**src/rtl/float_sort_engine_core_assert.svh**
```systemverilog
// ---------------------------------------------------------------------------
// Assertion macros for the float sort engine
// Implication checks, same-cycle and next-cycle forms
// ---------------------------------------------------------------------------
`ifndef FLOAT_SORT_ENGINE_CORE_ASSERT_SVH
`define FLOAT_SORT_ENGINE_CORE_ASSERT_SVH

// same-cycle implication
`define FSE_ASSERT_NOW(label, clk, rst, ante, cons) \
   label: assert property (@(posedge clk) disable iff (rst) (ante) |-> (cons)) \
      else $error("fse assertion failed");

// next-cycle implication
`define FSE_ASSERT_NEXT(label, clk, rst, ante, cons) \
   label: assert property (@(posedge clk) disable iff (rst) (ante) |=> (cons)) \
      else $error("fse assertion failed");

`endif

```
**src/rtl/fse_pkg.sv**
```systemverilog
// ---------------------------------------------------------------------------
// fse_pkg
// Shared constants, types and the ordering key of the sort engine
// ---------------------------------------------------------------------------
package fse_pkg;

   localparam int MAX_ITEMS = 64;
   localparam int CNT_W     = $clog2(MAX_ITEMS + 1);

   typedef logic [CNT_W-1:0] cnt_type;

   typedef struct packed {
      logic load;   // insert broadcast word
      logic shift;  // move one place toward cell 0
   } cell_ctl_type;

   function automatic logic [31:0] order_key(input logic [31:0] bits);
      order_key = bits[31] ? ~bits : (bits | 32'h8000_0000);
   endfunction

endpackage

```
**src/rtl/fse_cell.sv**
```systemverilog
// ---------------------------------------------------------------------------
// fse_cell
// One insertion cell: holds a word, inserts or shifts toward the head
// ---------------------------------------------------------------------------
module fse_cell
   import fse_pkg::*;
(
   input  logic         clock,
   input  logic         reset,
   input  cell_ctl_type ctl,
   input  logic [31:0]  new_value,
   input  logic         head,        // cell 0: no left neighbor
   input  logic [31:0]  left_value,
   input  logic         left_valid,
   input  logic         left_gt,
   input  logic [31:0]  right_value,
   input  logic         right_valid,
   output logic [31:0]  value,
   output logic         valid,
   output logic         gt
);

   logic [31:0] value_ff, value_in;
   logic        valid_ff, valid_in;

   // empty cell counts as +inf
   assign gt = !valid_ff || (order_key(value_ff) > order_key(new_value));

   always_comb begin
      value_in = value_ff;
      valid_in = valid_ff;
      if (ctl.load && gt) begin
         if (!head && left_gt) begin
            value_in = left_value;
            valid_in = left_valid;
         end else begin
            value_in = new_value;
            valid_in = 1'b1;
         end
      end else if (ctl.shift) begin
         value_in = right_value;
         valid_in = right_valid;
      end
   end

   always_ff @(posedge clock) begin
      value_ff <= value_in;
      if (reset) valid_ff <= 1'b0;
      else       valid_ff <= valid_in;
   end

   assign value = value_ff;
   assign valid = valid_ff;

endmodule

```
**config.mk**
```make
export PLATFORM = sky130hd
export DESIGN_NAME = fse_cell
export DESIGN_NICKNAME = d
export VERILOG_FILES = /design/src/rtl/float_sort_engine_core_assert.svh /design/src/rtl/fse_pkg.sv /design/src/rtl/fse_cell.sv
export SDC_FILE = /design/constraint.sdc
export NUM_CORES = 1
export LEC_CHECK = 0
export ABC_AREA = 0
export ABC_CLOCK_PERIOD_IN_PS = 4160
export BUFFER_PORTS_ARGS = -buffer_cell sky130_fd_sc_hd__buf_4
export CAP_MARGIN = 20
export CORE_MARGIN = 2
export CORE_UTILIZATION = 30
export DETAILED_ROUTE_END_ITERATION = 10
export GPL_TIMING_DRIVEN = 0
export PLACE_DENSITY = 0.62
export SYNTH_ARGS = -nofsm -noshare
export SYNTH_HDL_FRONTEND = slang
export SYNTH_SLANG_ARGS = --single-unit
```
**constraint.sdc**
```tcl
create_clock -name clock -period 4.16 [get_ports clock]
set_input_delay 0.208 -clock clock [delete_from_list [all_inputs] [get_ports clock]]
set_output_delay 0.208 -clock clock [all_outputs]
set_load 0.1 [all_outputs]
```
Word level (Yosys, flattened, before mapping)
Cells that the tools add are included.
{ "classes": {"addsub": 0, "n_mul": 0, "n_div": 0, "n_lt_le_gt_ge": 1, "n_eq_ne": 0, "shift": 0, "n_mux": 8, "bitwise": 2, "n_reduce_logical": 6} }
{ "ops": {"columns": ["operator", "n"], "rows": [
  ["$mux 32", 5],
  ["$not 32->32", 2],
  ["$gt 32x32->1", 1],
  ["$mux 1", 3],
  ["$logic_and 1x1->1", 2],
  ["$logic_not 1->1", 2],
  ["$reduce_bool 2->1", 1],
  ["$logic_or 1x1->1", 1]
]} }
{ "word_totals": {"ff_bits": 33, "latchBits": 0, "ramBits": 0, "romBits": 0, "out_inout_bits": 34, "wordCells": 19, "memories": 0} }

Depth between registers and ports, before layout
Gate-level depths: netlist of the first run.
{ "logic_depth": {"depth_word": 6, "depth_mapped": 12, "mapped_depth_nobuf": 8} }

Least setup slack after synthesis of the first run
OpenSTA, ideal clock, no wires.
{ "synth_path": {"path_kind": "register to output", "from": "register value_ff[31], in the netlist value[31]", "to": "output port gt", "arrival_ns": 4.983, "required_time_ns": 3.952, "setup_slack_ns": -1.031, "stages_incl_launch_ff": 10, "cell_sequence": "edfxtp_1 -> clkbuf_1 -> buf_1 -> xor2_1 -> ha_1 -> nand4_1 -> a2111oi_0 -> o31a_1 -> nor2_1 -> o21ai_0"} }
{ "synth_via": {"elab_chain_len": 4} }
{ "synth_rtl": {"columns": ["item", "line", "rtl"], "rows": [
  ["from (decl)", "fse_cell.sv:23", "logic [31:0] value_ff, value_in;"],
  ["from (signal assigned)", "fse_cell.sv:47", "value_ff <= value_in;"],
  ["$not 32->32", "fse_pkg.sv:18", "order_key = bits[31] ? ~bits : (bits | 32'h8000_0000);"],
  ["$mux 32 *", "fse_pkg.sv:18", null],
  ["$gt 32x32->1 *", "fse_cell.sv:27", "assign gt = !valid_ff || (order_key(value_ff) > order_key(new_value));"],
  ["$logic_or 1x1->1 *", "fse_cell.sv:27", null],
  ["to (decl)", "fse_cell.sv:20", "output logic gt"]
]} }
Mark *: on every way between the ends. The rest lies on a longest branch, timed or not.

Worst setup path in the final report of the first run
{ "layout_path": {"from": "register value_ff[31], in the netlist value[31]", "to": "register value_ff[16], in the netlist value[16], enable pin"} }
{ "layout_via": {"elab_chain_len": 6} }
{ "layout_rtl": {"columns": ["item", "line", "rtl"], "rows": [
  ["$not 32->32", "fse_pkg.sv:18", null],
  ["$mux 32 *", "fse_pkg.sv:18", null],
  ["$gt 32x32->1 *", "fse_cell.sv:27", null],
  ["$logic_or 1x1->1 *", "fse_cell.sv:27", null],
  ["$logic_and 1x1->1 *", "fse_cell.sv:32", "if (ctl.load && gt) begin"],
  ["$reduce_bool 2->1 (no source line) *", null, null]
]} }
Marks and branches as above.
A chain may end at the register's enable or synchronous reset.

==> results.md, run 1 <==
Clocking:
- The total number of H-tree levels is 2.
- The number of setup buffers added after CTS is 0.
- Clock latency on the worst-skew pair, taken at its later pin, is 0.29 ns.
- TritonCTS built the clock tree.
- After clock tree synthesis, the clock-pin slew on the worst setup and hold paths is ~0.070 ns.
- TritonCTS created 5 clock buffers.
- The number of sinks driven by the clock tree is 33.
- The number of buffers between clock root and the deepest sink is 2.
- The CTS root buffer is sky130_fd_sc_hd__clkbuf_8.

STA:
- The tightest hold margin is 0.167 ns.
- Setup repair after global routing left no endpoint under its margin.
- The number of setup violations in the final report is 0.
- Once routing completed, OpenROAD measured the worst setup slack at 0.429 ns.
- For the pin with the worst max-slew slack, the measured transition is 0.740 ns.
- The clock skew is 0.0100 ns.
- Of the available clock period, the critical path in the final layout requires 0.897.
- The final hold violation count is 0.
- Derived from the worst setup path, the maximum achievable clock frequency is about 270 MHz.
- The max-slew headroom at the worst pin is 0.507.
- The time the worst path needs with I/O delays and setup is 3.73 ns.
- The count of final max-slew check failures was 0.

Critical path:
- Counting both buffers and inverters, the worst setup path holds a total of 4.
- On the critical path the largest part of the delay comes from buffers and inverters.
- The setup check on the worst reg-to-reg path leaves a slack of roughly 0.43 ns.
- The signal arrival time at the worst endpoint is 3.66 ns.
- The type of origin of the critical path is a flip-flop.
- The worst setup path startpoint is value[31].
- The largest fanout on the critical path is 32.
- The worst register-to-register path begins at value[31].
- The cell with the largest stage delay on the worst path is sky130_fd_sc_hd__a2111oi_0.
- The number of cells on the worst reg-to-reg path is 11.
- The signal on the critical path passes through clkbuf_1, buf_2, xor2_1, ha_1, nand4_1, a2111oi_0, o31a_1, o311a_1, buf_6, buf_8, or2_4.
- The worst setup path is captured at a flip-flop.
- The critical path in this run is classified as reg2reg.
- The delay of the slowest critical-path stage is between 0.4 and 0.5 ns.
- Data on the critical path is required at its endpoint by 4.09 ns.
- The end point of the critical path is value[16].
- The reg-to-reg critical path endpoint is value[16].
- Counting buffers and inverters, the worst setup path is 11 cells deep.

Place:
- The number of placed instances with taps included is 543.
- The weighted congestion at the end of routability-driven global placement is roughly 0.7.
- The worst slack at placement is -0.189 ns.
- The total of buffers placed on input and output ports is 137.
- The HPWL after detailed placement is between 6000 and 7000 um.

Drt:
- The detail route stage leaves a number of antenna-violating nets equal to 0.
- Detailed routing inserted a total of ~2500 vias.
- The remaining routing DRC violations is 0.
- Summed over all layers, the routed wires come to 8640 um.
- The wire length per cell after detailed routing is 15.7 um.
- The detailed router finished its first iteration with 48 violations.
- The number of optimization iterations in the first detailed-route pass is 4.
- The average vias per placed instance is 4.55.

Cells and area:
- The register cell area after layout is 981 um^2.
- The antenna diode count is 0.
- The final layout net count is 550.
- Leaving out fill and tap cells, the most frequent cell in the layout is sky130_fd_sc_hd__buf_4.
- In the final layout, the multi-input gates occupy 0.00212 mm^2.
- Leaving out fill and tap cells, the most frequent cells in the layout are sky130_fd_sc_hd__buf_4, sky130_fd_sc_hd__mux2_2, sky130_fd_sc_hd__ha_1, sky130_fd_sc_hd__edfxtp_1.
- The fraction of final layout cells with drive strength greater than 1 is 0.523.
- The final core utilization is 0.436.
- The number of standard cells in the layout, taps in and fillers out is 551.
- The synthesis-to-layout area growth is 40.3%.
- The filler cells instantiated in the layout total 1028.

Die:
- The number of standard-cell rows in the floorplan is 37.
- The core footprint is 0.0104 mm^2.
- The area of the die is between 0.01 and 0.015 mm^2.
- The vertical die dimension is 108 um.
- The x dimension of the die is around 110 um.
- 138 I/O pins were placed.
- For this configuration, the core starts out at a cell density of 0.311.

Yosys:
- The net count after synthesis is about 400.
- Of the total synthesized cell area, the portion taken by AND, OR, NAND and NOR gates is 0.0470.
- Of the synthesized area, sequential elements account for 0.304.
- The dominant combinational cell family by area after synthesis is multiplexers.
- The share of the synthesized area in the top cell type is 0.298.
- In the synthesized netlist, the number of instances is between 200 and 300.
- sky130_fd_sc_hd__edfxtp_1 takes more of the synthesized area than any other cell.
- Of the total synthesized cell area, the portion taken by XOR and XNOR cells is 0.169.
- In the post-synthesis netlist, the biggest area contributors are sky130_fd_sc_hd__edfxtp_1, sky130_fd_sc_hd__mux2_4, sky130_fd_sc_hd__mux2_2, sky130_fd_sc_hd__ha_1, sky130_fd_sc_hd__xnor2_1.
- The synthesized area divided by synthesized cell count is approximately 12 um^2.
- The cell area that synthesis handed to floorplanning was approximately 0.0032 mm^2.
- The portion of synthesized area spent on multiplexers is 0.256.
- After synthesis, the netlist uses 34 different library cells.
- The compound-cell area share of the yosys netlist is 0.0614.
- The post-synthesis share of cell area spent on full adders, half adders and majority gates is 0.124.
- The count of synthesis-stage warnings from yosys is 0.
- The synthesis-stage register bit count is 33.

Power:
- Across the VDD grid, the largest voltage drop is 140 uV.
- The total power per unit cell area is 376 mW/mm^2.
- Summed over all cells, the static leakage comes to 2.02 nW.
- The overall power after layout is 0.00170 W.

GRT:
- The overall global routing resource usage is 0.148.
- Entering global routing, the biggest net connects 33 pins.
- The total congestion overflow after global routing is 0.
- The via count of the first global-routing pass is 2698.
- The initial antenna violation count is 0.
- The wire length of the first global-routing pass is 13200 um.

Outcome:
- The flow ran to the end, and the final reports show no timing, DRC or antenna violations.

Run:
- The total of max-cap violations is 0.

Hold path:
- The min-delay analysis places its worst path in the category in2reg.
where the power goes:
group          internal [W]  leakage, nW  switching [W]
Clock              0.000135       0.0455       0.000127
Sequential         0.000424        0.332      0.0000318
Combinational      0.000369         1.64       0.000613
Total              0.000929         2.02       0.000772
Yosys cell counts:
cell type	number
sky130_fd_sc_hd__mux2_2	36
sky130_fd_sc_hd__edfxtp_1	32
sky130_fd_sc_hd__ha_1	32
sky130_fd_sc_hd__xnor2_1	31
sky130_fd_sc_hd__xor2_1	31
sky130_fd_sc_hd__mux2_4	28
sky130_fd_sc_hd__a21oi_1	14
sky130_fd_sc_hd__clkbuf_1	9
sky130_fd_sc_hd__nand4_1	8
sky130_fd_sc_hd__nand2_1	6
sky130_fd_sc_hd__o21ai_0	5
sky130_fd_sc_hd__nand3_1	4
sky130_fd_sc_hd__nor2_1	4
sky130_fd_sc_hd__buf_1	3
sky130_fd_sc_hd__inv_1	3
sky130_fd_sc_hd__a21o_1	2
sky130_fd_sc_hd__a221o_1	2
sky130_fd_sc_hd__buf_12	2
sky130_fd_sc_hd__nor2b_1	2
sky130_fd_sc_hd__o311a_1	2
sky130_fd_sc_hd__a2111oi_0	1
sky130_fd_sc_hd__a211o_1	1
sky130_fd_sc_hd__a21oi_2	1
sky130_fd_sc_hd__and3_1	1
sky130_fd_sc_hd__buf_6	1
sky130_fd_sc_hd__buf_8	1
sky130_fd_sc_hd__dfxtp_1	1
sky130_fd_sc_hd__nand3b_1	1
sky130_fd_sc_hd__nor3_1	1
sky130_fd_sc_hd__nor4_1	1
sky130_fd_sc_hd__o211ai_1	1
sky130_fd_sc_hd__o21ai_1	1
sky130_fd_sc_hd__o31a_1	1
sky130_fd_sc_hd__or2_2	1
timing repair:
action                     in CTS  in global routing
setup endpoints to repair       0                 32
hold buffers                    0                  0
resized for setup               0                  1
final cells by class:
type / count / share of cell area
Buffer: 16 / 0.0255
Clock buffer: 8 / 0.0199
Inverter: 3 / 0.00249
Multi-Input combinational cell: 218 / 0.470
Sequential cell: 33 / 0.217
Tap cell: 136 / 0.0376
Timing Repair Buffer: 137 / 0.228
cell families (layout without fill, tap and decap cells):
group,after synthesis,count (layout)
muxes,64,64
xor gates and xnor gates,62,62
DFF,33,33
adders and majority gates,32,32
AOI/OAI and AO/OA,31,31
and+or+nand+nor,29,29
buffers and inverters,19,164
stage by stage:
stage / area (um^2) / setup TNS (ns)
final: 4520 / 0
after global routing: 4520 / 0
after CTS: 4520 / 0
after detailed placement: 4430 / -6.00
after global placement: 4430 / -4.63
after floorplan: 3230 / 0
layer usage:
metal	up-vias	global-route usage	part of all wire	wire (um)
li1	1283	-	-	-
met1	1148	0.193	0.44	3810
met2	73	0.256	0.50	4320
met3	5	0.0272	0.052	453
met4	0	0.0302	0.0076	66
met5	-	0	0	0
worst min path at each step:
stage / from / to / slack, ns / depth (start not counted)
4_1_cts: reset / valid / 0.16 / 3
2_1_floorplan: reset / valid / 0.37 / 2
6_report: reset / valid / 0.17 / 3
3_5_place_dp: reset / valid / 0.47 / 3
5_1_grt: reset / valid / 0.17 / 3
3_3_place_gp: reset / valid / 0.46 / 3
flip-flops by register name, summed over array words and instances (netlist names):
register and cells:
valid 1, value 32
worst reg2reg max path, stage by stage, from the launching register on:
cell	delay (ns)
sky130_fd_sc_hd__edfxtp_1	0.34
sky130_fd_sc_hd__clkbuf_1	0.25
sky130_fd_sc_hd__buf_2	0.39
sky130_fd_sc_hd__xor2_1	0.13
sky130_fd_sc_hd__ha_1	0.35
sky130_fd_sc_hd__nand4_1	0.17
sky130_fd_sc_hd__a2111oi_0	0.49
sky130_fd_sc_hd__o31a_1	0.27
sky130_fd_sc_hd__o311a_1	0.18
sky130_fd_sc_hd__buf_6	0.16
sky130_fd_sc_hd__buf_8	0.17
sky130_fd_sc_hd__or2_4	0.46
Note: power is estimated with default switching activity, not from simulation.
==> run 2: changes to the inputs <==
GPL_TIMING_DRIVEN = unset   (was 0)
==> run 2 against run 1 <==
  * Critical path type unchanged
  * Via count shrank 2.4%
  * Largest cell class unchanged
  * Sequential power is essentially flat
  * First-iteration DRC count grew 6.3%
  * Core utilization shrank 0.90 points
==> results.md, run 2 (synthesis gave the netlist of run 1 again) <==
STA:
- The portion of the clock cycle consumed by the worst path in the final layout is 0.852.
- In this run the tightest slew margin relative to its limit is 0.363.
- The number of setup violations in the final report is 0.
- In the final timing run, aggregate negative setup slack is 0 ns.
- For this run, the top clock speed supported by timing is 282 MHz.
- The time the worst path needs with I/O delays and setup is 3.54 ns.
- The slew at the pin closest to its max-slew limit is 0.954 ns.
- Setup repair after global routing left no endpoint under its margin.
- The clock skew is 0.00699 ns.
- The final hold violation count is 0.
- The count of final max-slew check failures is 0.

Critical path:
- The path type of the worst setup path is reg2reg.
- The type of origin of the critical path is a flip-flop.
- Of all nets on the critical path, the largest fanout is 33.
- The endpoint type of the worst setup path is a flip-flop.
- The signal arrival time at the worst endpoint is about 3.6 ns.
- For the worst setup path, the data required time is between 4 and 5 ns.

Place:
- Routability-driven placement finished with a final weighted congestion of between 0.7 and 0.8.
- The cell area after placement is 0.00434 mm^2.
- Detailed placement ended at an HPWL of 6330 um.
- The total of buffers placed on input and output ports is ~140.

Die:
- After floorplanning, the core was sized to cover 0.0104 mm^2.
- The die covers 0.0116 mm^2.
- From left edge to right edge, the die measures around 110 um.
- The initial utilization of the core area, before any placement, comes to 0.311.
- The floorplan step set the die height to 108 um.
- The count of pins on the block boundary is 138.
- Row generation in the floorplan step produced 37 rows.

Cells and area:
- The final layout net count is between 500 and 600.
- Leaving out fill and tap cells, the most frequent cells in the layout are sky130_fd_sc_hd__buf_4, sky130_fd_sc_hd__mux2_2, sky130_fd_sc_hd__ha_1, sky130_fd_sc_hd__edfxtp_1.
- The synthesis-to-layout area growth is 37.4%.
- The filler cell count in the final layout is approximately 1000.
- The fraction of final layout cells with drive strength greater than 1 is 0.534.
- Summing all non-filler instances in the final layout gives an area of between 0.004 and 0.005 mm^2.
- The register with the most flip-flops in the layout has 32 of them.
- The commonest non-fill, non-tap cell in the layout is sky130_fd_sc_hd__buf_4.
- The repair_antennas step left the layout with diodes totalling 0.

Clocking:
- In this run, post-CTS hold repair placed 0 buffers.
- The clock passes through at most 2 buffers.
- The clock latency on the worst-skew pair is 0.29 ns.
- After clock tree synthesis, the setup repair step added 0 buffers.
- Clock-pin slew was measured on the worst setup and hold paths at around 0.07 ns.
- The CTS root buffer is sky130_fd_sc_hd__clkbuf_8.
- The number of sinks driven by the clock tree is 33.
- The H-tree was split into 2 levels.
- The clock tree from TritonCTS is built.
- Buffers inserted during clock tree synthesis total 5.
- The total of cells resized after clock tree synthesis is 0.

Drt:
- The residual antenna-violating net count after detailed routing is 0.
- The count of routing violations after the opening detailed-route iteration is 51.
- Wires add up to 8060 um.
- Dividing the detail-routed wire length by the instance count gives 15.0 um.
- The routed layout has 2450 vias.
- The remaining routing DRC violations is 0.
- Before antenna repair, the detailed router went through 4 iterations.
- The average vias per placed instance is approximately 4.6.

Power:
- The power share of the clock group is 0.154.
- The worst supply voltage drop on vdd is ~140 uV.
- In this run the static leakage power is 1.98 nW.
- Of the total power, combinational logic draws 0.572.
- In this run the power spent charging and discharging nets is ~0.00076 W.
- Of the total power, the share spent switching nets is 0.453.
- Cell internal power was estimated by the tool at 0.000913 W.
- The share of total power dissipated in sequential elements is 0.275.
- In this run the power density over the cells is 377 mW/mm^2.

GRT:
- The total congestion overflow after global routing is 0.
- The via count of the first global-routing pass is 2592.
- The overall global routing resource usage is 0.138.
- The largest net degree at the start of global routing is 34.
- The first global-routing pass estimated 12500 um of wire.
- The initial antenna violation count is 0.

Hold path:
- The class of the most critical hold timing path is in2reg.

Outcome:
- The flow ran to the end, and the final reports show no timing, DRC or antenna violations.

Run:
- Max-cap violations in this run came to 0.
## run 2: changes by cell type in the layout (fill, tap and decap cells not counted), moves of 2 or more
cell / previous run / this run
sky130_fd_sc_hd__buf_12: 2 / 0
sky130_fd_sc_hd__buf_2: 3 / 0
sky130_fd_sc_hd__buf_4: 137 / 139
sky130_fd_sc_hd__clkbuf_1: 11 / 2
## run 2: worst max-delay path, cell delays in order (launching register included)
cell                        delay (ns)
sky130_fd_sc_hd__edfxtp_1         0.33
sky130_fd_sc_hd__buf_4            0.45
sky130_fd_sc_hd__xor2_1           0.14
sky130_fd_sc_hd__ha_1             0.35
sky130_fd_sc_hd__nand4_1          0.17
sky130_fd_sc_hd__a2111oi_0        0.51
sky130_fd_sc_hd__o31a_1           0.24
sky130_fd_sc_hd__o311a_2          0.17
sky130_fd_sc_hd__buf_4            0.51
sky130_fd_sc_hd__mux2_2           0.41
## run 2: final cells by class
cell class	instances	area (um^2)	area share
tap	136	170	0.0384
multi-input combinational	218	2130	0.481
sequential	33	981	0.222
clock buffer	8	90.1	0.0204
timing repair buffer	139	1040	0.236
inverter	3	11.3	0.00254
## run 2: metal layers
layer | share of wire | global-route usage | vias to the layer above
li1 | - | - | 1253
met1 | 0.42 | 0.166 | 1114
met2 | 0.51 | 0.250 | 76
met3 | 0.056 | 0.0297 | 7
met4 | 0.0096 | 0.0321 | 0
met5 | 0 | 0 | -
## run 2: per-stage QoR
stage               setup WS (ns)  std cells   util  power (W)  hold WS [ns]
floorplan                 0.00454        270      -    0.00120         0.367
global placement            0.698        529  0.418    0.00141         0.455
detailed placement          0.608        529  0.418    0.00143         0.462
CTS                         0.595        537  0.427    0.00169         0.156
global route                0.261        537  0.427    0.00177         0.181
finish                      0.616        537  0.427    0.00167         0.165
## run 2: final timing paths
check / startpoint / endpoint / slack, ns / depth (start not counted)
setup / recovery: value[31] / value[1] / 0.62 / 9
hold reg to reg: valid / valid / 0.63 / 3
setup reg to reg: value[31] / value[1] / 0.62 / 9
hold / removal: reset / valid / 0.16 / 3
## run 2: power groups by stage
stage,clock (W),sequential (W),combinational [W]
3_5_place_dp,0,0.000468,0.000959
6_report,0.000257,0.000459,0.000955
4_1_cts,0.000267,0.000461,0.000966
5_1_grt,0.000276,0.000465,0.00103
2_1_floorplan,0,0.000776,0.000422
3_3_place_gp,0,0.000469,0.000946
